### src/rtl/rgb_pkg.sv
// Shared types and constants for the radial glow blender.
`default_nettype none

package rgb_pkg;

    localparam int CFG_IDX_W = 3;
    localparam int RATIO_W   = 16;
    localparam int CHAN_W    = 8;

    typedef enum logic [CFG_IDX_W-1:0] {
        CFG_CENTER_X,
        CFG_CENTER_Y,
        CFG_GLOW_RADIUS,
        CFG_GLOW_RED,
        CFG_GLOW_GREEN,
        CFG_GLOW_BLUE,
        CFG_GLOW_ALPHA
    } cfg_reg_t;

    typedef struct packed {
        logic [CHAN_W-1:0] red;
        logic [CHAN_W-1:0] green;
        logic [CHAN_W-1:0] blue;
        logic [CHAN_W-1:0] alpha;
        logic              in_glow;
    } side_t;

endpackage

`default_nettype wire

### src/rtl/rgb_blend.sv
// Glow opacity from the ratio and source-over blend of the four channels.
`default_nettype none

module rgb_blend
    import rgb_pkg::*;
(
    input  wire logic               clk,
    input  wire logic               rst_n,
    input  wire logic               en,
    input  wire logic               in_valid,
    input  wire logic [RATIO_W-1:0] ratio,
    input  wire side_t              in_side,
    input  wire logic [CHAN_W-1:0]  glow_red,
    input  wire logic [CHAN_W-1:0]  glow_green,
    input  wire logic [CHAN_W-1:0]  glow_blue,
    input  wire logic [CHAN_W-1:0]  glow_alpha,
    output logic                    out_valid,
    output logic [CHAN_W-1:0]       out_red,
    output logic [CHAN_W-1:0]       out_green,
    output logic [CHAN_W-1:0]       out_blue,
    output logic [CHAN_W-1:0]       out_alpha,
    output logic                    inside_glow
);

    localparam int NCH = 4;

    logic [RATIO_W-1:0] t_next;
    logic [39:0]        ga_prod;
    logic [CHAN_W-1:0]  src [NCH];
    logic [CHAN_W-1:0]  dst [NCH];
    logic [CHAN_W-1:0]  dst5 [NCH];
    logic [CHAN_W-1:0]  res [NCH];

    logic              v1_reg, v2_reg, v3_reg, v4_reg, v5_reg;
    logic [31:0]       tt_reg;
    logic [CHAN_W-1:0] ga_reg;
    logic [15:0]       num_reg [NCH];
    logic [16:0]       x_reg   [NCH];
    logic [CHAN_W-1:0] q0_reg  [NCH];
    logic [CHAN_W-1:0] res_reg [NCH];
    side_t             side1_reg, side2_reg, side3_reg, side4_reg;
    logic              inside_reg;

    assign t_next  = (ratio == '0) ? '1 : RATIO_W'(17'h10000 - 17'(ratio));
    assign ga_prod = 40'(tt_reg) * 40'(glow_alpha) + 40'h0080000000;

    assign src[0] = glow_red;
    assign src[1] = glow_green;
    assign src[2] = glow_blue;
    assign src[3] = 8'hFF;
    assign dst[0] = side2_reg.red;
    assign dst[1] = side2_reg.green;
    assign dst[2] = side2_reg.blue;
    assign dst[3] = side2_reg.alpha;
    assign dst5[0] = side4_reg.red;
    assign dst5[1] = side4_reg.green;
    assign dst5[2] = side4_reg.blue;
    assign dst5[3] = side4_reg.alpha;

    always_comb
    begin
        logic [16:0] rem;
        for (int c = 0; c < NCH; c++)
        begin
            rem = x_reg[c] - 17'(q0_reg[c]) * 17'd510;
            if (!side4_reg.in_glow)
                res[c] = dst5[c];
            else if (rem >= 17'd510)
                res[c] = q0_reg[c] + 8'd1;
            else
                res[c] = q0_reg[c];
        end
    end

    always_ff @(posedge clk or negedge rst_n)
    begin
        if (!rst_n)
        begin
            v1_reg <= 1'b0;
            v2_reg <= 1'b0;
            v3_reg <= 1'b0;
            v4_reg <= 1'b0;
            v5_reg <= 1'b0;
        end
        else if (en)
        begin
            v1_reg <= in_valid;
            v2_reg <= v1_reg;
            v3_reg <= v2_reg;
            v4_reg <= v3_reg;
            v5_reg <= v4_reg;
        end
    end

    always_ff @(posedge clk)
    begin
        if (en)
        begin
            tt_reg    <= 32'(t_next) * 32'(t_next);
            side1_reg <= in_side;
            ga_reg    <= ga_prod[39:32];
            side2_reg <= side1_reg;
            for (int c = 0; c < NCH; c++)
            begin
                num_reg[c] <= 16'(src[c]) * 16'(ga_reg)
                            + 16'(dst[c]) * 16'(8'hFF - ga_reg);
                x_reg[c]   <= {num_reg[c], 1'b0} + 17'd255;
                q0_reg[c]  <= CHAN_W'((32'({num_reg[c], 1'b0} + 17'd255) * 32'd16448) >> 23);
                res_reg[c] <= res[c];
            end
            side3_reg  <= side2_reg;
            side4_reg  <= side3_reg;
            inside_reg <= side4_reg.in_glow;
        end
    end

    assign out_valid   = v5_reg;
    assign out_red     = res_reg[0];
    assign out_green   = res_reg[1];
    assign out_blue    = res_reg[2];
    assign out_alpha   = res_reg[3];
    assign inside_glow = inside_reg;

endmodule

`default_nettype wire

### config.mk
export PLATFORM = sky130hd
export DESIGN_NAME = rgb_blend
export DESIGN_NICKNAME = d
export VERILOG_FILES = /design/src/rtl/rgb_pkg.sv /design/src/rtl/rgb_blend.sv
export SDC_FILE = /design/constraint.sdc
export NUM_CORES = 2
export LEC_CHECK = 0
export BUFFER_PORTS_ARGS = -buffer_cell sky130_fd_sc_hd__buf_2
export CELL_PAD_IN_SITES_DETAIL_PLACEMENT = 1
export CELL_PAD_IN_SITES_GLOBAL_PLACEMENT = 2
export CORE_ASPECT_RATIO = 1.2
export CORE_MARGIN = 1
export CORE_UTILIZATION = 47
export DETAILED_ROUTE_END_ITERATION = 10
export PLACE_DENSITY_LB_ADDON = 0.1
export SLEW_MARGIN = 20
export SYNTH_ARGS = -nofsm -noshare
export SYNTH_HDL_FRONTEND = slang
export SYNTH_SLANG_ARGS = --single-unit
### constraint.sdc
create_clock -name clk -period 10.3 [get_ports clk]
set_input_delay 1.03 -clock clk [delete_from_list [all_inputs] [get_ports clk]]
set_output_delay 1.03 -clock clk [all_outputs]
set_load 0.01 [all_outputs]
==> flow_summary.ini <==
[outcome]
status = complete, no violations

[yosys]
synthArstFlopShare_pct = 1.36
synthFlopType = edfxtp_1
ys_ff_latch = 369
syn_avg_cell_area_um2 = 9.93
yosysWarnings = 0
synth_cell_type_count = 93
syn-instance-count = 5685
synth_top_area_cell = fa_1
yosysSeqAreaShare_pct = 19.6
synth_top_cell_area_share_pct = 29.5
synth_area_um2 = 56500
yosys-top-cells-count = inv_1, fa_1, ha_1
yosysMostFrequentCell = inv_1
synth-edff-count = 364
synthTopCellsByArea = fa_1, edfxtp_1, ha_1

[clock_network]
ctsHoldBuffers = 0
tritoncts = done
cts_made_buffers = 47
post_cts_buffers = 0
cts_max_level = 2
cts_buffer_depth = 3
cts_resized = 0
ctsRootBufferMaster = clkbuf_16
cts.sink_count = 369
clk_pin_slew_ns = 0.06
clkLatencyLatePin_ns = 0.65

[detailed_routing]
wirelength_mm = 144
dr.first_iter.drc_count = 1458
dr.pass1.iters = 7
dr_total_vias = 39100
routed_via_density = 5.32
ant_nets = 0
wl_per_cell_um = 19.6
drc_errors = 0

[global_routing]
grt_pass1_vias = 44400
antenna_found_initial = 13
overflow = 0
grt_max_degree = 137
grt_pass1_wl_mm = 238
track_usage_pct = 24.9

[run]
maxCapViolCount = 0

[worst_setup_path]
crit_fanout = 9
cpMaxStageDelayCell = fa_1
cp.required_ns = 10.66
crit_start = ratio[2]
critPathMaxStageDelay_ns = 0.53
regToRegSetupSlack_ns = 2.56
r2r-start = q0_reg[3][4]$_DFFE_PP_
rr_worst_depth = 24
reg2reg_to = res_reg[3][6]$_DFFE_PP_
worstSetupStartpointType = input pin
crit_path_end_kind = flop
arrival_ns = 9.02
crit_end = tt_reg[29]$_DFFE_PP_
crit_path_frequent_cell = fa_1
crit_type = in2reg

[timing]
setup_viol = 0
slew_violations = 0
hold_violations = 0
period_needed_ns = 8.66
relSlewSlack_pct = 35.5
fin_crit_sh_pct = 84.1
grt_setup_unrepaired = no
worst_pin_slew_ns = 0.968
max_freq_mhz = 115
fin_tns_setup_ns = 0
clock-skew-final_ns = 0.0403

[cells_and_area]
layoutNonFillerInstCount = 7342
layout-drive-gt1-share_pct = 4.59
nFillCells = 13300
final_area_um2 = 60300
area_delta_synth_final_pct = 6.84
nets = 7436

[floorplan]
die_w_um = 318
coreArea_um2 = 118000
die_h_um = 382
io_pins = 119
initial_utilization_pct = 47.7
row_count = 138
dieArea_um2 = 122000

[place]
hpwl_mm = 117
numPortBuffers = 118
placed_area_um2 = 58700
globalplace.congestion = 0.855
placedCellCount = 7253

[min_path]
hold_path.class = in2async
critical path: cells and delay by family:
kind / cells / cell delay, ns
fa+ha+maj: 7 / 3.32
simple gates: 12 / 2.97
compound gates: 3 / 0.94
buf+inv: 7 / 0.61
xor+xnor: 1 / 0.14
stage by stage:
| stage | util (%) | worst slack, ns | hold slack [ns] |
|---|---|---|---|
| final | 50.9 | 1.64 | 0.196 |
| after global routing | 50.9 | 1.04 | 0.175 |
| after CTS | 50.9 | 1.59 | 0.143 |
| after detailed placement | 49.6 | 0.940 | 0.405 |
| after global placement | 49.6 | 1.16 | 0.400 |
| after floorplan | - | 2.00 | 0.400 |
routing by layer:
metal,GRT usage [%],wire length (µm)
met5,0,57
met4,7.11,4290
met3,2.55,3640
met2,47.0,77400
met1,29.6,58700
worst min-delay path by stage:
stage                     slack [ns]                    start  cells after the start                     to
final                           0.20                    rst_n                      1  out_valid$_DFFE_PN0P_
after CTS                       0.14                    rst_n                      1  out_valid$_DFFE_PN0P_
after global routing            0.17                    rst_n                      1  out_valid$_DFFE_PN0P_
after global placement          0.40  side3_reg[20]$_DFFE_PP_                      0     dst5[19]$_DFFE_PP_
after floorplan                 0.40   side3_reg[1]$_DFFE_PP_                      0      dst5[0]$_DFFE_PP_
after detailed placement        0.41  side1_reg[21]$_DFFE_PP_                      0      dst[20]$_DFFE_PP_
cells in the final DEF (no fill, tap or decap), types with 17 or more instances in the layout:
| cell | n |
|---|---|
| buf_2 | 117 |
| o31ai_1 | 21 |
| nand4_1 | 28 |
| nor2b_1 | 194 |
| edfxtp_1 | 364 |
| and2_1 | 267 |
| a211oi_1 | 17 |
| o21a_1 | 47 |
| nand2_1 | 444 |
| xor2_1 | 83 |
| clkbuf_16 | 48 |
| a21o_1 | 63 |
| fa_1 | 833 |
| a21oi_1 | 149 |
| o21bai_1 | 25 |
| nor3_1 | 79 |
| nand3_1 | 65 |
| and3_1 | 29 |
| nand2b_1 | 64 |
| or3_1 | 21 |
| o21ai_0 | 75 |
| xnor2_1 | 176 |
| nor2_1 | 245 |
| ha_1 | 756 |
| inv_1 | 1234 |
| a31oi_1 | 26 |
| mux2_2 | 17 |
| buf_4 | 20 |
area by class of cell:
cell class	count	area (µm²)	area share [%]
timing repair buffer	139	771	1.28
clock inverter	26	339	0.562
clock buffer	58	1240	2.05
antenna	5	12.5	0.0207
multi-input combinational	3963	40300	66.8
inverter	1242	4660	7.73
tap	1540	1930	3.19
sequential	369	11100	18.3
kinds of logic after synthesis:
group	after synthesis	synth area share (%)
buffers and inverters	1358	9.05
xor gates and xnor gates	259	4.02
AOI/OAI and AO/OA	572	6.92
adders and majority gates	1589	46.3
DFF	369	19.6
other	2	0.0133
and+or+nand+nor	1506	13.6
muxes	30	0.572
Power is left out: the tool's default activity adds up to more than one toggle a clock period on the data nets, which glitch-free logic cannot reach.
