[config.mk]
export PLATFORM = sky130hd
export DESIGN_NAME = rgb_sqrt
export DESIGN_NICKNAME = d
export VERILOG_FILES = /design/src/rtl/rgb_pkg.sv /design/src/rtl/rgb_sqrt.sv
export SDC_FILE = /design/constraint.sdc
export NUM_CORES = 2
export LEC_CHECK = 0
export ABC_CLOCK_PERIOD_IN_PS = 3400
export BUFFER_PORTS_ARGS = -buffer_cell sky130_fd_sc_hd__buf_2
export CORE_AREA = 2 2 431 433
export CTS_BUF_LIST = sky130_fd_sc_hd__clkbuf_8
export DETAILED_ROUTE_END_ITERATION = 8
export DIE_AREA = 0 0 433 435
export GPL_TIMING_DRIVEN = 0
export PLACE_DENSITY_LB_ADDON = 0.1
export SLEW_MARGIN = 20
export SYNTH_ARGS = -nofsm -noshare
export SYNTH_HDL_FRONTEND = slang
export SYNTH_SLANG_ARGS = --single-unit
export TNS_END_PERCENT = 20
[constraint.sdc]
create_clock -name clk -period 3.4 [get_ports clk]
set_input_delay 0.17 -clock clk [delete_from_list [all_inputs] [get_ports clk]]
set_output_delay 0.17 -clock clk [all_outputs]
set_load 0.005 [all_outputs]
[src/rtl/rgb_pkg.sv]
// Shared types and constants for the radial glow blender.
`default_nettype none

package rgb_pkg;

    localparam int CFG_IDX_W = 3;
    localparam int RATIO_W   = 16;
    localparam int CHAN_W    = 8;

    typedef enum logic [CFG_IDX_W-1:0] {
        CFG_CENTER_X,
        CFG_CENTER_Y,
        CFG_GLOW_RADIUS,
        CFG_GLOW_RED,
        CFG_GLOW_GREEN,
        CFG_GLOW_BLUE,
        CFG_GLOW_ALPHA
    } cfg_reg_t;

    typedef struct packed {
        logic [CHAN_W-1:0] red;
        logic [CHAN_W-1:0] green;
        logic [CHAN_W-1:0] blue;
        logic [CHAN_W-1:0] alpha;
        logic              in_glow;
    } side_t;

endpackage

`default_nettype wire

[src/rtl/rgb_sqrt.sv]
// Pipelined integer square root, one root bit per stage.
`default_nettype none

module rgb_sqrt
    import rgb_pkg::*;
#(
    parameter int IN_W = 42
)
(
    input  wire logic              clk,
    input  wire logic              rst_n,
    input  wire logic              en,
    input  wire logic              in_valid,
    input  wire logic [IN_W-1:0]   radicand,
    input  wire side_t             in_side,
    output logic                   out_valid,
    output logic [IN_W/2-1:0]      root,
    output side_t                  out_side
);

    localparam int RW = IN_W / 2;

    logic            v_reg    [RW];
    logic [RW+1:0]   rem_reg  [RW];
    logic [RW-1:0]   root_reg [RW];
    logic [IN_W-1:0] rad_reg  [RW];
    side_t           side_reg [RW];

    genvar k;
    generate
        for (k = 0; k < RW; k++) begin : g_stage
            logic            v_in;
            logic [RW+1:0]   rem_in;
            logic [RW-1:0]   root_in;
            logic [IN_W-1:0] rad_in;
            side_t           side_in;
            logic [RW+1:0]   rem_sh;
            logic [RW+1:0]   trial;
            logic            ge;

            if (k == 0) begin : g_first
                assign v_in    = in_valid;
                assign rem_in  = '0;
                assign root_in = '0;
                assign rad_in  = radicand;
                assign side_in = in_side;
            end else begin : g_next
                assign v_in    = v_reg[k-1];
                assign rem_in  = rem_reg[k-1];
                assign root_in = root_reg[k-1];
                assign rad_in  = rad_reg[k-1];
                assign side_in = side_reg[k-1];
            end

            assign rem_sh = {rem_in[RW-1:0], rad_in[IN_W-1 -: 2]};
            assign trial  = {root_in, 2'b01};
            assign ge     = (rem_sh >= trial);

            always_ff @(posedge clk or negedge rst_n)
            begin
                if (!rst_n)
                begin
                    v_reg[k] <= 1'b0;
                end
                else if (en)
                begin
                    v_reg[k] <= v_in;
                end
            end

            always_ff @(posedge clk)
            begin
                if (en)
                begin
                    rem_reg[k]  <= ge ? rem_sh - trial : rem_sh;
                    root_reg[k] <= {root_in[RW-2:0], ge};
                    rad_reg[k]  <= rad_in << 2;
                    side_reg[k] <= side_in;
                end
            end
        end
    endgenerate

    assign out_valid = v_reg[RW-1];
    assign root      = root_reg[RW-1];
    assign out_side  = side_reg[RW-1];

endmodule

`default_nettype wire

==> flow_summary_export.csv <==
group,metric,value,unit
setup_path,worstPathMaxFanout,10,
cts,cts_buffer_depth,4,
layout,largest_reg_flops,693,
global_routing,grt_pass1_wl,191000,um
global_routing,grt_pass1_vias,37000,
worst_hold_path,worstHoldPathType,"in -> reg",
detailed_routing,drtIter0Drc,2269,
sta,slew-limit-headroom,34.7,%
placement,place.gp.congestion,0.825,
sta,skew,0.0710,ns
power,p_sw,13.0,mW
setup_path,crit_arrival,4.03,ns
detailed_routing,post_drt_wl_per_cell,15.2,um
setup_path,crit_path_max_incr_delay,0.51,ns
placement,dpl_cell_area,0.0737,sq mm
floorplanning,row_count,158,
setup_path,startpoint,"root_reg[1][111]",
layout,num-fill-cells,16500,
detailed_routing,dr_total_vias,35600,
yosys,async_flop_share,1.19,%
floorplanning,io_pins,134,
setup_path,slowest_stage,"clkbuf_1",
yosys,syn-cell-area,0.0696,sq mm
layout,final_util,44.2,%
global_routing,grt_max_degree,140,
cts,clkLatencyLatePin,1.02,ns
sta,rsz0062_at_grt,"yes",
yosys,synth-seq-cells,1759,
sta,finalSetupViolCount,0,
power,clockPowerShare,34.7,%
yosys,synth_cells,4366,
yosys,synth_edf_count,1738,
cts,cts_tree,"built",
sta,finalMaxSlewViolations,0,
setup_path,cp-end-kind,"register",
sta,holdWs,0.359,ns
layout,design_area,0.0813,sq mm
power,power,52.1,mW
yosys,synth-seq-area-share,75.8,%
floorplanning,core,0.184,sq mm
setup_path,required,4.07,ns
detailed_routing,wl,117000,um
sta,period_minus_slack,3.36,ns
power,vdd_drop_max,389,uV
placement,port_buffers,133,
sta,period_share,98.8,%
yosys,syn_area_per_cell,15.9,sq um
power,switching_share,24.9,%
cts,cts_sinks,1759,
power,cellLeakagePower,30.5,nW
power,seq_power_share,52.8,%
layout,fin_cells,7700,
floorplanning,start_util,37.8,%
yosys,synthDistinctLibCells,88,
layout,area_delta_synth_final,16.9,%
floorplanning,die-area,0.188,sq mm
global_routing,gr-usage-all-layers,12.6,%
placement,dp_cells,6993,
global_routing,grt.overflow.total,0,
yosys,syn_nets,4698,
floorplanning,die_x,433,um
detailed_routing,vias_per_cell,4.63,
sta,hold_viol,0,
status,status,"complete, no violations",
detailed_routing,drc_errors,0,
cts,cts_root_buf,"clkbuf_8",
placement,hpwl,74200,um
sta,fmax,298,MHz
setup_path,cp_cell_sequence,"inv_1 -> ha_1 -> a21oi_1 -> o21ai_0 -> a21o_1 -> a221o_1 -> o21ai_0 -> clkbuf_2 -> clkbuf_1 -> o21ai_0",
layout,regArea,0.0527,sq mm
layout,nets,5333,
setup_path,path_common_cell,"o21ai_0",
power,pwr_density_cell,641,mW/mm^2
setup_path,startpoint_type,"register",
sta,worstMarginPinSlew,0.955,ns
setup_path,crit_type,"reg -> reg",
cts,ctsHtreeMaxLevel,5,
cts,cts_made_buffers,326,
worst_hold_path,hp-start,"en",
power,p_int,39.1,mW
cts,cts.clk_slew.worst_paths,0.06,ns
power,combPwrFrac,12.5,%
sta,fin_setup_tns,0,ns
placement,pre_cts_ws,-0.685,ns
flow_run,cap_violations,0,
layout,multi_input_area,0.0156,sq mm
detailed_routing,dr.pass1.iters,6,
layout,drive_above_1_share,13.2,%
floorplanning,fp.dieH,435,um
setup_path,regToRegStartpoint,"root_reg[1][111]",
detailed_routing,drtAntennaViolNets,0,
global_routing,grt_antenna_before_repair,1,
yosys,synthFlopType,"edfxtp_1",
yosys,yosysWarningCount,0,
sta,finalWorstSetupSlack,0.0411,ns
[worst paths after layout]
kind | to | depth (start not counted) | slack [ns]
max in group asynchronous | g_stage[13].v_in | 3 | 2.40
worst max-delay path | rem_reg[14][6] | 10 | 0.04
min in group asynchronous | g_stage[7].v_in | 3 | 0.39
worst min register to register | side_reg[5][3] | 0 | 0.37
worst min-delay path | side_reg[0][98] | 2 | 0.36
worst max register to register | rem_reg[14][6] | 10 | 0.04
[placed cells by master (no fill, tap or decap), types with 35 or more instances in the layout]
cell           count
a21o_1            69
nor2b_1           35
nand2b_1          45
buf_2            139
nand3_1           59
nor2_1           221
nor3_1            90
inv_1            428
clkbuf_8         341
clkinv_1          61
dlygate4sd3_1    156
a21oi_1          207
edfxtp_1        1738
mux2_2            53
xnor2_1          172
o21ai_0          182
o21a_1            55
nor4_1            41
nand2_1          234
xor2_1           126
ha_1             253
[power groups by stage]
| stage | clock network (mW) | logic, mW | registers (mW) |
|---|---|---|---|
| global route | 20.0 | 7.39 | 27.8 |
| floorplan | 0 | 4.52 | 27.5 |
| finish | 18.1 | 6.51 | 27.5 |
| detailed placement | 0 | 6.28 | 28.0 |
| CTS | 19.1 | 6.49 | 27.6 |
| global placement | 0 | 6.18 | 29.2 |
[cell usage after synthesis (6+ instances only)]
| master | n | share of area [%] |
|---|---|---|
| edfxtp_1 | 1738 | 75 |
| inv_1 | 322 | 1.7 |
| ha_1 | 253 | 4.6 |
| nand2_1 | 235 | 1.3 |
| nor2_1 | 221 | 1.2 |
| a21oi_1 | 213 | 1.5 |
| o21ai_0 | 185 | 1.3 |
| xnor2_1 | 172 | 2.2 |
| xor2_1 | 126 | 1.6 |
| nor3_1 | 92 | 0.66 |
| a21o_1 | 69 | 0.74 |
| nand3_1 | 60 | 0.43 |
| o21a_1 | 55 | 0.59 |
| mux2_2 | 53 | 0.86 |
| clkbuf_1 | 48 | 0.26 |
| nor4_1 | 46 | 0.41 |
| nand2b_1 | 45 | 0.40 |
| nor2b_1 | 35 | 0.31 |
| or3_1 | 33 | 0.30 |
| nand4_1 | 32 | 0.29 |
| o31ai_1 | 25 | 0.27 |
| dfrtp_1 | 21 | 0.76 |
| a211oi_1 | 20 | 0.22 |
| a31oi_1 | 20 | 0.18 |
| and3_1 | 20 | 0.18 |
| or4_1 | 16 | 0.17 |
| o211ai_1 | 15 | 0.16 |
| o21bai_1 | 15 | 0.16 |
| or2_2 | 12 | 0.11 |
| a21boi_0 | 9 | 0.097 |
| and2_1 | 9 | 0.081 |
| nand3b_1 | 8 | 0.086 |
| a2111oi_0 | 7 | 0.088 |
| nand4b_1 | 7 | 0.088 |
| o2111ai_1 | 7 | 0.088 |
| o31a_1 | 7 | 0.088 |
| a311oi_1 | 6 | 0.076 |
[critical path, delay by kind of cell (launching register included)]
| kind | cells | cell delay (ns) |
|---|---|---|
| compound gates | 6 | 1.37 |
| buf+inv | 3 | 0.91 |
| flops | 1 | 0.38 |
| fa+ha+maj | 1 | 0.37 |
[area by class of cell]
| type | instances | area share [%] |
|---|---|---|
| Antenna cell | 1 | 0.00308 |
| Clock inverter | 205 | 1.28 |
| Timing Repair Buffer | 308 | 3.31 |
| Sequential cell | 1759 | 64.8 |
| Clock buffer | 341 | 5.77 |
| Buffer | 59 | 0.345 |
| Multi-Input combinational cell | 2223 | 19.1 |
| Inverter | 324 | 1.50 |
| Tap cell | 2480 | 3.82 |
[timing repair]
| item | in CTS | in global routing |
|---|---|---|
| hold buffers | 156 | 0 |
| cloned | 0 | 2 |
| endpoints found under the hold margin | 392 | 0 |
| pin swaps | 0 | 1 |
| setup buffers | 0 | 3 |
| endpoints found under the setup margin | 125 | 231 |
| resized for setup | 31 | 40 |
[routing by layer]
layer | track usage (%) | part of all wire (%) | vias to the layer above
li1 | - | - | 17700
met1 | 16.2 | 45 | 16900
met2 | 20.0 | 47 | 690
met3 | 3.37 | 5.0 | 284
met4 | 5.37 | 3.1 | 0
met5 | 0 | 0 | -
[logic make-up after synthesis]
| group | share of synthesized area, % |
|---|---|
| buffers and inverters | 2.10 |
| muxes | 0.944 |
| DFF | 75.8 |
| adders and majority gates | 4.55 |
| other | 0.00539 |
| and+or+nand+nor | 6.54 |
| xor gates and xnor gates | 3.78 |
| AOI/OAI and AO/OA | 6.28 |
No activity file was read; power rests on OpenSTA's default activity.
