===== src/rtl/rgb_pkg.sv =====
// Shared types and constants for the radial glow blender.
`default_nettype none

package rgb_pkg;

    localparam int CFG_IDX_W = 3;
    localparam int RATIO_W   = 16;
    localparam int CHAN_W    = 8;

    typedef enum logic [CFG_IDX_W-1:0] {
        CFG_CENTER_X,
        CFG_CENTER_Y,
        CFG_GLOW_RADIUS,
        CFG_GLOW_RED,
        CFG_GLOW_GREEN,
        CFG_GLOW_BLUE,
        CFG_GLOW_ALPHA
    } cfg_reg_t;

    typedef struct packed {
        logic [CHAN_W-1:0] red;
        logic [CHAN_W-1:0] green;
        logic [CHAN_W-1:0] blue;
        logic [CHAN_W-1:0] alpha;
        logic              in_glow;
    } side_t;

endpackage

`default_nettype wire


===== src/rtl/rgb_dist.sv =====
// Squared distance, inside test and Q.16 scaling of the squared distance.
`default_nettype none

module rgb_dist
    import rgb_pkg::*;
#(
    parameter int COORD_BITS = 12,
    parameter int FRAC_BITS  = 4,
    parameter int D2_W       = 2*COORD_BITS + 18
)
(
    input  wire logic                            clk,
    input  wire logic                            rst_n,
    input  wire logic                            en,
    input  wire logic                            in_valid,
    input  wire logic [COORD_BITS-1:0]           pixel_x,
    input  wire logic [COORD_BITS-1:0]           pixel_y,
    input  wire side_t                           in_side,
    input  wire logic [COORD_BITS+FRAC_BITS-1:0] center_x,
    input  wire logic [COORD_BITS+FRAC_BITS-1:0] center_y,
    input  wire logic [COORD_BITS+FRAC_BITS-1:0] glow_radius,
    output logic                                 out_valid,
    output logic [D2_W-1:0]                      d2q,
    output side_t                                out_side
);

    localparam int P    = COORD_BITS + FRAC_BITS;
    localparam int XW   = P + 1;
    localparam int SQW  = 2 * XW;
    localparam int SUMW = SQW + 1;

    logic [XW-1:0]   pcx, pcy, ccx, ccy, rr;
    logic [XW-1:0]   dx_next, dy_next;
    logic [SUMW-1:0] d2;
    logic [D2_W-1:0] d2q_next;
    side_t           side3_next;

    logic            v1_reg, v2_reg, v3_reg;
    logic [XW-1:0]   dx_reg, dy_reg;
    logic [SQW-1:0]  sqx_reg, sqy_reg, rr2_reg;
    logic [D2_W-1:0] d2q_reg;
    side_t           side1_reg, side2_reg, side3_reg;

    assign pcx = XW'({pixel_x, 1'b1}) << FRAC_BITS;
    assign pcy = XW'({pixel_y, 1'b1}) << FRAC_BITS;
    assign ccx = {center_x, 1'b0};
    assign ccy = {center_y, 1'b0};
    assign rr  = {glow_radius, 1'b0};

    assign dx_next = (pcx >= ccx) ? pcx - ccx : ccx - pcx;
    assign dy_next = (pcy >= ccy) ? pcy - ccy : ccy - pcy;

    assign d2 = SUMW'(sqx_reg) + SUMW'(sqy_reg);

    generate
        if (FRAC_BITS <= 7) begin : g_up
            assign d2q_next = D2_W'(d2) << (14 - 2*FRAC_BITS);
        end else begin : g_down
            assign d2q_next = D2_W'(d2 >> (2*FRAC_BITS - 14));
        end
    endgenerate

    always_comb
    begin
        side3_next         = side2_reg;
        side3_next.in_glow = (d2 < SUMW'(rr2_reg));
    end

    always_ff @(posedge clk or negedge rst_n)
    begin
        if (!rst_n)
        begin
            v1_reg <= 1'b0;
            v2_reg <= 1'b0;
            v3_reg <= 1'b0;
        end
        else if (en)
        begin
            v1_reg <= in_valid;
            v2_reg <= v1_reg;
            v3_reg <= v2_reg;
        end
    end

    always_ff @(posedge clk)
    begin
        if (en)
        begin
            dx_reg    <= dx_next;
            dy_reg    <= dy_next;
            side1_reg <= in_side;
            sqx_reg   <= SQW'(dx_reg) * SQW'(dx_reg);
            sqy_reg   <= SQW'(dy_reg) * SQW'(dy_reg);
            rr2_reg   <= SQW'(rr) * SQW'(rr);
            side2_reg <= side1_reg;
            d2q_reg   <= d2q_next;
            side3_reg <= side3_next;
        end
    end

    assign out_valid = v3_reg;
    assign d2q       = d2q_reg;
    assign out_side  = side3_reg;

endmodule

`default_nettype wire


===== config.mk =====
export PLATFORM = sky130hd
export DESIGN_NAME = rgb_dist
export DESIGN_NICKNAME = d
export VERILOG_FILES = /design/src/rtl/rgb_pkg.sv /design/src/rtl/rgb_dist.sv
export SDC_FILE = /design/constraint.sdc
export NUM_CORES = 2
export LEC_CHECK = 0
export BUFFER_PORTS_ARGS = -buffer_cell sky130_fd_sc_hd__buf_4
export CAP_MARGIN = 20
export CORE_AREA = 5 5 288 346
export CTS_CLUSTER_DIAMETER = 80
export CTS_CLUSTER_SIZE = 10
export DETAILED_ROUTE_END_ITERATION = 8
export DIE_AREA = 0 0 293 351
export GPL_TIMING_DRIVEN = 0
export SYNTH_ARGS = -nofsm -noshare
export SYNTH_HDL_FRONTEND = slang
export SYNTH_SLANG_ARGS = --single-unit

===== constraint.sdc =====
create_clock -name clk -period 7.8 [get_ports clk]
set_clock_uncertainty 0.1 [all_clocks]
set_input_delay 1.95 -clock clk [delete_from_list [all_inputs] [get_ports clk]]
set_output_delay 1.95 -clock clk [all_outputs]
set_load 0.01 [all_outputs]

==> qor.csv <==
stage;metric;value;unit
run_status;status;finished clean;
floorplanning;start_util;35.5;%
floorplanning;rows;125;
placement;placedCellCount;4829;
clocking;numCtsBuffers;31;
run;maxCapViolCount;0;
finish;ff_latch_area;0.00773;mm²
yosys;synth-xor-area-share;4.03;%
finish;instances_no_fill;4879;
worst_setup_path;path_common_cell;inv_1;
placement;io_buffer_count;172;
yosys;synthSimpleGateAreaFrac;9.28;%
finish;diodes;0;
clocking;path_clk_slew;50;ps
yosys;synthMuxAreaShare;0.649;%
detailed_routing;routed_wl;74800;µm
global_route;antenna_found_initial;4;
timing;finalSetupViolCount;0;
timing;fmax;0.132;GHz
yosys;postSynthCellCount;3377;
hold_path;hp-class;flop to flop;
clocking;holdBufCountCts;0;
global_route;grt_pass1_wl;125000;µm
timing;finalHoldViolCount;0;
detailed_routing;via_count;22802;
global_route;overflow;0;
floorplanning;ios;185;
worst_setup_path;crit_type;input pin to flop;
yosys;synthArstFlopShare;1.16;%
floorplanning;fp.dieH;351;µm
detailed_routing;viasPerCell;4.67;
yosys;ys_seq_elements;258;
global_route;grt_start_max_net_pins;129;
yosys;ys_types;77;
yosys;synth_fa_ha_area_share;44.8;%
detailed_routing;drc_errors;0;
yosys;synth-compound-area-share;8.22;%
finish;area_growth;11.6;%
finish;multiInputGateArea;0.0230;mm²
floorplanning;fp.dieW;293;µm
yosys;synth_edf_count;255;
worst_setup_path;arrival;7810;ps
finish;drive_gt1_share;8.26;%
timing;post-route-period-util;97.0;%
timing;period_needed;7570;ps
timing;hold_ws;316;ps
clocking;cts_sinks;258;
timing;slew_headroom;48.9;%
floorplanning;fp.dieArea;0.103;mm²
clocking;htreeDepth;1;
worst_setup_path;crit_path_top_delay_cell;fa_1;
placement;gp_congestion;0.874;
worst_setup_path;cp_num_buf_inv;9;
timing;slew_viol_final;0;
clocking;cts_tree;yes;
worst_setup_path;critical_path.startpoint_type;input pin;
global_route;grtUsageTotal;14.9;%
worst_setup_path;cp.required;8040;ps
finish;final_net_count;4628;
worst_setup_path;slowest_delay;530;ps
worst_setup_path;cp_max_fo;17;
detailed_routing;wire_per_inst;15.3;µm
detailed_routing;ant_nets;0;
clocking;root_buffer;clkbuf_16;
worst_setup_path;cp_top_family;adder cells;
yosys;synth_top_family_by_area;adder cells;
yosys;netlist_area;0.0341;mm²
timing;worst_slew_pin_slew;767;ps
yosys;ys_seq_area_share;22.7;%
placement;dp.final_hpwl;63000;µm
detailed_routing;dr.pass1.iters;4;
timing;rsz0062_at_grt;false;
finish;fillers;9548;
clocking;cts_buffer_depth;3;
clocking;clock_latency;600;ps
yosys;ys.warnings.count;0;
yosys;synth.avg_cell_area;10.1;µm²
floorplanning;coreArea;0.0962;mm²
worst_setup_path;end_kind;flop;
yosys;synth_ff_type;edfxtp_1;
detailed_routing;drt_iter0_drc;968;
global_route;grt_pass1_vias;24880;
synth_stat cells (4+ instances only):
cell type | n | area, µm²
clkbuf_1 | 62 | 233
inv_1 | 851 | 3190
o21bai_1 | 17 | 128
a21o_1 | 73 | 548
o21ai_0 | 51 | 255
nand3_1 | 21 | 105
nor3_1 | 18 | 90.1
o21a_1 | 29 | 218
nand2_1 | 279 | 1050
a31oi_1 | 14 | 87.6
or3_1 | 5 | 31.3
and2_1 | 137 | 857
and3_1 | 15 | 93.8
a211o_1 | 6 | 52.6
a211oi_1 | 12 | 90.1
mux2i_1 | 12 | 120
a31o_2 | 4 | 35.0
nor2b_1 | 28 | 175
o31ai_1 | 6 | 45.0
ha_1 | 441 | 5520
nand2b_1 | 18 | 113
o211ai_1 | 8 | 60.1
fa_1 | 489 | 9790
or2_2 | 13 | 81.3
mux2_2 | 9 | 101
xnor2_1 | 110 | 963
nor4_1 | 6 | 37.5
nand4_1 | 8 | 50.1
edfxtp_1 | 255 | 7660
xor2_1 | 47 | 412
nor2_1 | 102 | 383
buf_4 | 9 | 67.6
a21oi_1 | 137 | 686
buf_2 | 5 | 25.0
a21boi_0 | 4 | 30.0
o21ai_1 | 13 | 65.1
worst paths after layout:
kind	from	end	slack, ps	cells after the start
max in group asynchronous	rst_n	out_valid$_DFFE_PN0P_	6460	1
max reg2reg	dx_reg[5]$_DFFE_PP_	sqx_reg[26]$_DFFE_PP_	530	22
max	glow_radius[2]	rr2_reg[32]$_DFFE_PP_	230	27
min in group asynchronous	rst_n	v1_reg$_DFFE_PN0P_	1040	1
min	side2_reg[28]$_DFFE_PP_	out_side[28]$_DFFE_PP_	320	0
min reg2reg	side2_reg[28]$_DFFE_PP_	out_side[28]$_DFFE_PP_	320	0
layer usage:
metal / share of wire, % / GRT usage [%] / wire, µm / vias to the layer above
li1: - / - / - / 11052
met5: 0 / 0 / 0 / -
met2: 50 / 26.8 / 37500 / 414
met1: 43 / 19.2 / 32300 / 11229
met3: 3.8 / 1.48 / 2850 / 107
met4: 2.8 / 3.95 / 2120 / 0
logic make-up (layout without fill, tap and decap cells):
logic type | Yosys count | after routing
DFF | 258 | 258
muxes | 21 | 21
AOI/OAI and AO/OA | 423 | 423
adders and majority gates | 930 | 930
xor gates and xnor gates | 157 | 157
other | 1 | 9
and+or+nand+nor | 660 | 660
buffers and inverters | 927 | 1151
what timing repair did:
action,in CTS,in global routing
setup endpoints to repair,6,9
gates resized for setup,3,30
pin swaps,0,5
buffers inserted,0,4
cell usage in the layout (no fill, tap or decap), types with 5 or more instances in the layout:
cell and n:
inv_1 849, fa_1 489, ha_1 439, nand2_1 279, edfxtp_1 255, buf_4 185
and2_1 137, a21oi_1 134, xnor2_1 110, nor2_1 102, a21o_1 73, clkbuf_1 58
o21ai_0 50, xor2_1 47, clkbuf_16 31, o21a_1 29, nor2b_1 28, nand3_1 21
nand2b_1 18, nor3_1 18, o21bai_1 17, and3_1 15, o21ai_1 14, or2_2 13
a31oi_1 12, mux2i_1 12, a211oi_1 10, clkbuf_2 9, mux2_2 9, conb_1 9
nand4_1 8, o211ai_1 8, a211o_1 6, nor4_1 6, o31ai_1 6, a21oi_2 5
or3_1 5, buf_2 5
stage by stage:
step / TNS (ps) / cell area (µm²) / setup WS (ps) / utilization, %
final: 0 / 38100 / 231 / 39.6
after global placement: -7060 / 37100 / -782 / 38.6
after detailed placement: -7370 / 37100 / -839 / 38.6
after floorplan: 0 / 34200 / 13.9 / -
after CTS: 0 / 38000 / 15.3 / 39.5
after global routing: 0 / 38100 / 10.4 / 39.6
final cells by class:
| cell class | count | area share [%] |
|---|---|---|
| timing repair buffer | 178 | 3.63 |
| buffer | 69 | 0.834 |
| multi-input combinational | 2200 | 60.3 |
| tap | 1270 | 4.17 |
| clock buffer | 46 | 2.21 |
| inverter | 851 | 8.41 |
| sequential | 258 | 20.3 |
| clock inverter | 7 | 0.131 |
Power is left out: the tool's default activity adds up to more than one toggle a clock period on the data nets, which glitch-free logic cannot reach.
