<file path="src/rtl/rgb_pkg.sv">
// Shared types and constants for the radial glow blender.
`default_nettype none

package rgb_pkg;

    localparam int CFG_IDX_W = 3;
    localparam int RATIO_W   = 16;
    localparam int CHAN_W    = 8;

    typedef enum logic [CFG_IDX_W-1:0] {
        CFG_CENTER_X,
        CFG_CENTER_Y,
        CFG_GLOW_RADIUS,
        CFG_GLOW_RED,
        CFG_GLOW_GREEN,
        CFG_GLOW_BLUE,
        CFG_GLOW_ALPHA
    } cfg_reg_t;

    typedef struct packed {
        logic [CHAN_W-1:0] red;
        logic [CHAN_W-1:0] green;
        logic [CHAN_W-1:0] blue;
        logic [CHAN_W-1:0] alpha;
        logic              in_glow;
    } side_t;

endpackage

`default_nettype wire

</file>
<file path="src/rtl/rgb_div.sv">
// Pipelined restoring divider: Q0.16 ratio of distance to radius.
`default_nettype none

module rgb_div
    import rgb_pkg::*;
#(
    parameter int COORD_BITS = 12,
    parameter int FRAC_BITS  = 4,
    parameter int DIST_W     = COORD_BITS + 9
)
(
    input  wire logic                            clk,
    input  wire logic                            rst_n,
    input  wire logic                            en,
    input  wire logic                            in_valid,
    input  wire logic [DIST_W-1:0]               dist_val,
    input  wire side_t                           in_side,
    input  wire logic [COORD_BITS+FRAC_BITS-1:0] glow_radius,
    output logic                                 out_valid,
    output logic [RATIO_W-1:0]                   ratio,
    output side_t                                out_side
);

    localparam int P  = COORD_BITS + FRAC_BITS;
    localparam int NW = DIST_W + 8 + FRAC_BITS;

    logic [NW-1:0] num;

    logic               v_reg    [RATIO_W];
    logic [P-1:0]       rem_reg  [RATIO_W];
    logic [RATIO_W-1:0] lo_reg   [RATIO_W];
    logic [RATIO_W-1:0] q_reg    [RATIO_W];
    side_t              side_reg [RATIO_W];

    assign num = NW'(dist_val) << (8 + FRAC_BITS);

    genvar k;
    generate
        for (k = 0; k < RATIO_W; k++) begin : g_stage
            logic               v_in;
            logic [P-1:0]       rem_in;
            logic [RATIO_W-1:0] lo_in;
            logic [RATIO_W-1:0] q_in;
            side_t              side_in;
            logic [P:0]         rem_sh;
            logic               ge;

            if (k == 0) begin : g_first
                assign v_in    = in_valid;
                assign rem_in  = num[RATIO_W +: P];
                assign lo_in   = num[RATIO_W-1:0];
                assign q_in    = '0;
                assign side_in = in_side;
            end else begin : g_next
                assign v_in    = v_reg[k-1];
                assign rem_in  = rem_reg[k-1];
                assign lo_in   = lo_reg[k-1];
                assign q_in    = q_reg[k-1];
                assign side_in = side_reg[k-1];
            end

            assign rem_sh = {rem_in, lo_in[RATIO_W-1]};
            assign ge     = (rem_sh >= {1'b0, glow_radius});

            always_ff @(posedge clk or negedge rst_n)
            begin
                if (!rst_n)
                begin
                    v_reg[k] <= 1'b0;
                end
                else if (en)
                begin
                    v_reg[k] <= v_in;
                end
            end

            always_ff @(posedge clk)
            begin
                if (en)
                begin
                    rem_reg[k]  <= ge ? P'(rem_sh - {1'b0, glow_radius}) : rem_sh[P-1:0];
                    lo_reg[k]   <= lo_in << 1;
                    q_reg[k]    <= {q_in[RATIO_W-2:0], ge};
                    side_reg[k] <= side_in;
                end
            end
        end
    endgenerate

    assign out_valid = v_reg[RATIO_W-1];
    assign ratio     = q_reg[RATIO_W-1];
    assign out_side  = side_reg[RATIO_W-1];

endmodule

`default_nettype wire

</file>
<file path="config.mk">
export PLATFORM = sky130hd
export DESIGN_NAME = rgb_div
export DESIGN_NICKNAME = d
export VERILOG_FILES = /design/src/rtl/rgb_pkg.sv /design/src/rtl/rgb_div.sv
export SDC_FILE = /design/constraint.sdc
export NUM_CORES = 1
export LEC_CHECK = 0
export BUFFER_PORTS_ARGS = -buffer_cell sky130_fd_sc_hd__clkbuf_2
export CAP_MARGIN = 20
export CORE_MARGIN = 1
export CORE_UTILIZATION = 30
export CTS_CLUSTER_SIZE = 8
export DETAILED_ROUTE_END_ITERATION = 12
export PLACE_DENSITY = 0.46
export SYNTH_ARGS = -nofsm -noshare
export SYNTH_HDL_FRONTEND = slang
export SYNTH_SLANG_ARGS = --single-unit
export TNS_END_PERCENT = 30
</file>
<file path="constraint.sdc">
create_clock -name clk -period 6 [get_ports clk]
set_input_delay 1.2 -clock clk [delete_from_list [all_inputs] [get_ports clk]]
set_output_delay 1.2 -clock clk [all_outputs]
set_load 0.03 [all_outputs]
</file>
==> impl_results.md, run 1 <==
* Status: finished, final reports clean
* CTS H-tree lvls at 4
* Layout cells sized above 1 at about 15%
* # fillers at 13.2k
* Vias in the first global route at roughly 23k
* Via density at 4.73
* Critical Path RT at approximately 6.5 ns
* CP max stage delay at between 0.6 and 0.7 ns
* Port bufs at around 120
* Reg2reg end: rem_reg[0][89]$_DFFE_PP_
* Hold slack at 0.375 ns
* CTS Buf Count at about 140
* Fin worst setup slack at 1.76 ns
* Synthesized Nets at 3230
* CP Class: primary input to register
* Period minus WS final at roughly 4.2 ns
* DRT Wirelength at around 84 mm
* Post-route clock period utilization at between 70% and 80%
* R2R cell count at 9
* All-Layer GR Usage at a little under an eighth
* CP Launch Type: primary input
* Post CTS Setup Buffer Count at 0
* Fin cells at between 4k and 5k
* Actual slew at the worst max-slew pin at 1.00 ns
* CTS max path bufs at 3
* Clk_lat worst skew at between 0.7 and 0.8 ns
* Worst rel slew slack at about a third
* Main synth FF type: edfxtp_1
* Final setup viols at 0
* Total gr overflow at 0
* Largest net degree at the start of global routing at between 150 and 200
* Pre-CTS WS at 0.874 ns
* Chip height at ~380 um
* Min-Delay Path Class: primary input to async pin
* Post-synth ARST share at between 1.5 and 2%
* R2r setup slk at approximately 2.5 ns
* Die area at 141000 sq um
* Syn Inst Count at between 2k and 3k
* RSZ-0062 raised after global routing: false
* Final setup skew at between 0.04 and 0.05 ns
* Seq/Total Area, Yosys at around 66%
* Cell Area, Synth at between 40000 and 50000 sq um
* Initial core utilization at slightly above 30%
* Post-cts sizing count at 0
* CTS root buf: clkbuf_16
* Worst Setup End Kind: register
* Peak supply drop at 0.000215 V
* Util after Layout at between 30% and 40%
* Pwr dens at ~500 nW/um^2
* Pleak at around 18 nW
* Max Cap Viol at 0
* Initial antenna violation count at 0
* Vias after detailed routing at 23.6k
* Ant diodes at 0
* Hold buffer count at cts at 0
* Synth unique cells at 79
* Initial DRC Count at around 1.4k
* Clock sinks at 926
* Post-Place Cells at between 4k and 5k
* IO Pins at roughly 120
* Reg clk slew, reported paths at ~0.050 ns
* Die width at about 380 um
* Post-Route Setup TNS at 0 ns
* Pre-Repair DR Iteration Count at 5
* First-pass GRT wire length at between 100 and 150 mm
* Row cnt at approximately 140
* Post-route ant nets at 0
* Reg area at ~28000 sq um
* FMAX at roughly 240 MHz
* Post-DR wirelength/cell at around 17 um
* Final Hold Vio Count at 0
* Core Area at 138000 sq um
* DR DRC count at 0
* Critical path arrival at 4.74 ns
* Most frequent cells in the layout: 910 x edfxtp_1, 255 x ha_1, 196 x nand2_1
* Routability cong. at 0.800
* Slowest cell on crit path: inv_1
* Most common cell after layout, fill and taps aside: edfxtp_1
* Nets at between 3k and 4k
* Syn avg cell area at ~14 sq um
* CTS tree: yes
* Yosys reg bits at around 930
* Buf/Inv on CP at 3
* Syn-to-layout area delta at 17.1%
* Footprint of the multi-input gates at about 14000 sq um
* Largest register FFs at 528
* Worst path cell trace: clkbuf_2 -> inv_1 -> ha_1 -> nor2b_1 -> o21ai_0 -> a21boi_0 -> o21ai_0 -> a211o_1 -> and2_1 -> a21o_1 -> clkinv_1 -> mux2_2
* Max Slew Vio Count at 0
* YS warnings at 0
* Reg-to-Reg Start: rem_reg[0][77]$_DFFE_PP_
* Crit path max fanout at 15
* Cell family with most CP delay: buffers and inverters
* HPWL Detailed at roughly 55 mm
* Crit path top cell by count: o21ai_0
* Number of enable flip-flop cells after synthesis at 910
worst register-to-register path, stage by stage (launching register included):
cell	delay, ns
edfxtp_1	0.38
ha_1	0.34
a21oi_2	0.27
nor2b_1	0.07
or4_1	0.51
or3_1	0.32
a31oi_1	0.32
or2_2	0.35
inv_1	0.27
mux2_2	0.35
cells in the mapped netlist (6+ instances only):
library cell  instances  area [sq um]
inv_1                93           349
o211ai_1             19           143
nor3b_1               9          67.6
xor2_1               44           385
o311ai_0              9          78.8
nor2_1              140           526
or3_1                18           113
nor2b_1              44           275
o21a_1               42           315
xnor2_1              99           867
clkbuf_1             19          71.3
fa_1                 15           300
nor3_1               59           295
o31ai_1              36           270
o31a_1               11          96.3
nand2_1             196           736
nand4_1              28           175
a21oi_1             167           836
buf_2                10          50.1
nor4_1                9          56.3
dfrtp_1              16           400
o21bai_1              6          45.0
o21ai_0             148           741
mux2_2              108          1220
and2_1               16           100
nand2b_1             39           244
nand3_1              32           160
ha_1                255          3190
edfxtp_1            910         27300
a21boi_0             24           180
a21o_1               58           435
a211oi_1             25           188
mux2i_1              13           130
a31oi_1              22           138
mux2_1                8          90.1
a211o_1              10          87.6
and3_1               11          68.8
or2_2                21           131
metrics by stage:
| step | cell area [sq um] | total power, mW |
|---|---|---|
| after floorplan | 41700 | 15.6 |
| after global placement | 45000 | 17.6 |
| after detailed placement | 45000 | 17.7 |
| after CTS | 48900 | 24.9 |
| after global routing | 48900 | 26.2 |
| final | 48900 | 24.4 |
worst max path at each step:
stage              startpoint                   endpoint  depth (start not counted)
4_1_cts        glow_radius[1]  rem_reg[0][122]$_DFFE_PP_                         12
2_1_floorplan  glow_radius[1]   rem_reg[1][72]$_DFFE_PP_                         11
5_1_grt        glow_radius[1]  rem_reg[0][122]$_DFFE_PP_                         12
3_5_place_dp   glow_radius[1]  rem_reg[0][122]$_DFFE_PP_                         12
3_3_place_gp   glow_radius[1]  rem_reg[0][122]$_DFFE_PP_                         12
6_report       glow_radius[1]  rem_reg[0][122]$_DFFE_PP_                         12
cell type report:
cell class / instances / area share [%]
clock buffers: 149 / 7.02
repair buffers: 180 / 2.39
multi-input cells: 1830 / 27.7
inverters: 97 / 0.745
well taps: 1794 / 4.59
flip-flops and latches: 926 / 56.7
clock inverters: 18 / 0.857
metal layers:
layer | share of wire (%) | track usage, % | vias up
met4 | 3.4 | 5.35 | 0
met5 | 0 | 0 | -
met2 | 45 | 18.2 | 420
met1 | 47 | 16.0 | 11400
met3 | 4.5 | 2.86 | 151
li1 | - | - | 11700
cell families (layout without fill, tap and decap cells):
kind of cell               Yosys count  in the layout  share of synthesized area, %
DFF                                926            926                          66.4
AOI/OAI and AO/OA                  647            647                          10.1
and+or+nand+nor                    641            641                          7.43
adders and majority gates          270            270                          8.36
xor gates and xnor gates           143            143                          3.00
buffers and inverters              130            444                          1.22
muxes                              129            129                          3.44
report_power, final:
part / internal [mW] / switching, mW
registers: 8.91 / 0.576
clock network: 4.08 / 2.84
logic: 3.64 / 4.39
Note: power is estimated with default switching activity, not from simulation.
==> run 2: changes to the inputs <==
==> constraint.sdc (replaced) <==
create_clock -name clk -period 4.4 [get_ports clk]
set_input_delay 0.88 -clock clk [delete_from_list [all_inputs] [get_ports clk]]
set_output_delay 0.88 -clock clk [all_outputs]
set_load 0.03 [all_outputs]
==> run 2 against run 1 <==
- clock-buffer cell count is 3 higher
- final area up 1.2%
- cell count is 0.90% higher
- largest cell class unchanged
- critical path type unchanged
- critical path depth grew 1
- power is 38% higher
- register-to-register slack worse by 1.5 ns
==> impl_results.md, run 2 (synthesis results as in run 1) <==
* Layout cells sized above 1 at between 15 and 20%
* Period minus WS final at between 3 and 4 ns
* HPWL Detailed at about 54 mm
* Footprint of the multi-input gates at 13500 sq um
* Post-DR wirelength/cell at between 15 and 20 um
* CP Class: primary input to register
* Slowest cell on crit path: o31a_1
* CTS tree: yes
* Row cnt at roughly 140
* Die area at 141000 sq um
* DR DRC count at 0
* Initial antenna violation count at 4
* First-pass GRT wire length at ~130 mm
* Initial DRC Count at ~1.4k
* Initial core utilization at a little under a third
* All-Layer GR Usage at 11.9%
* R2R cell count at 10
* Largest net degree at the start of global routing at between 100 and 150
* Clk_lat worst skew at 0.76 ns
* Post-route ant nets at 0
* Max Slew Vio Count at 0
* Chip height at 375 um
* Reg area at approximately 28000 sq um
* R2r setup slk at roughly 1.1 ns
* Hold slack at 0.307 ns
* Util after Layout at 35.9%
* Max Cap Viol at 0
* Min-Delay Path Class: primary input to register
* Post-cts sizing count at 0
* Post-Route Setup TNS at 0 ns
* # fillers at 13.3k
* Vias in the first global route at around 23k
* Ant diodes at 0
* Final setup viols at 0
* Clock sinks at between 900 and 1k
* Nets at ~3.6k
* Worst path cell trace: clkbuf_2 -> inv_1 -> buf_4 -> ha_1 -> nor2b_1 -> o21ai_1 -> a21oi_1 -> o31a_1 -> o2111a_1 -> o31a_1 -> o21ai_1 -> inv_2 -> mux2_2
* Worst rel slew slack at 53.2%
* CTS H-tree lvls at 4
* Crit path max fanout at 14
* RSZ-0062 raised after global routing: false
* Cell family with most CP delay: compound AO/OA/AOI/OAI gates
* CTS root buf: clkbuf_16
* Via density at between 4 and 5
* Syn-to-layout area delta at 18.6%
* Pre-Repair DR Iteration Count at 5
* Die width at 375 um
* Worst Hold Depth at 1
* Actual slew at the worst max-slew pin at between 0.6 and 0.7 ns
* Most frequent cells in the layout: 910 x edfxtp_1, 255 x ha_1, 196 x nand2_1
* Critical path arrival at ~4 ns
* CTS max path bufs at 3
* Vias after detailed routing at 23.7k
* Final setup skew at about 0.045 ns
* Worst Setup End Kind: register
* Largest register FFs at about 530
* FMAX at 287 MHz
* Post-route clock period utilization at about four fifths
* Routability cong. at slightly above 0.8
* Total gr overflow at 0
* CP max stage delay at 0.35 ns
* Port bufs at ~120
* CTS Buf Count at approximately 140
* Crit. path cell count at 13
* Status: finished, final reports clean
* Peak supply drop at about 0.0003 V
* Most common cell after layout, fill and taps aside: edfxtp_1
* Critical Path RT at between 4 and 5 ns
* IO Pins at 124
* Pleak at around 18 nW
* Final Hold Vio Count at 0
* Reg clk slew, reported paths at 0.05 ns
* DRT Wirelength at between 80 and 90 mm
* CP Launch Type: primary input
* Pwr dens at around 700 nW/um^2
* Core Area at between 100000 and 150000 sq um
* Buf/Inv on CP at 4
==> run 2: changes by cell type in the layout (fill, tap and decap cells not counted), sizes merged <==
cell,previous run,this run
dlygate4sd3,0,1
clkinv,18,19
clkbuf,270,273
buf,59,98
bufinv,0,1
==> run 2: layout make-up <==
class,instances,area share (%)
Inverter,97,0.736
Clock inverter,20,0.834
Tap cell,1794,4.53
Timing Repair Buffer,220,3.45
Clock buffer,152,7.08
Multi-Input combinational cell,1830,27.3
Sequential cell,926,56.0
==> run 2: report_power, final <==
part           total (mW)  switching, mW  internal, mW
Clock                9.56           3.84          5.72
Combinational        11.3           6.01          5.32
Sequential           12.9          0.784          12.1
==> run 2: final timing paths <==
check | startpoint | to
min | dist_val[2] | lo_reg[0][14]$_DFFE_PP_
max reg2reg | rem_reg[1][48]$_SDFFCE_PN0P_ | rem_reg[1][68]$_DFFE_PP_
min reg2reg | side_reg[3][52]$_DFFE_PP_ | side_reg[4][19]$_DFFE_PP_
max in group asynchronous | rst_n | g_stage[4].v_in$_DFFE_PN0P_
max | glow_radius[1] | rem_reg[0][71]$_DFFE_PP_
min in group asynchronous | rst_n | out_valid$_DFFE_PN0P_
==> run 2: repair_timing <==
item | CTS | global route
endpoints found under the hold margin | 16 | 0
hold buffers | 1 | 0
buffers inserted | 0 | 0
==> run 2: layer usage <==
metal / GRT usage, % / part of all wire (%)
met5: 0 / 0.016
met4: 3.98 / 2.5
met3: 3.05 / 4.6
met2: 18.5 / 46
met1: 15.9 / 47
==> run 2: metrics by stage <==
stage | setup slack (ns) | cells | power (mW) | cell area [sq um]
after floorplan | 0.479 | 2886 | 21.3 | 41700
after global placement | 0.224 | 4866 | 24.4 | 45600
after detailed placement | 0.227 | 4866 | 24.5 | 45600
after CTS | 1.00 | 5039 | 34.4 | 49500
after global routing | 0.774 | 5039 | 36.2 | 49500
final | 0.915 | 5039 | 33.8 | 49500
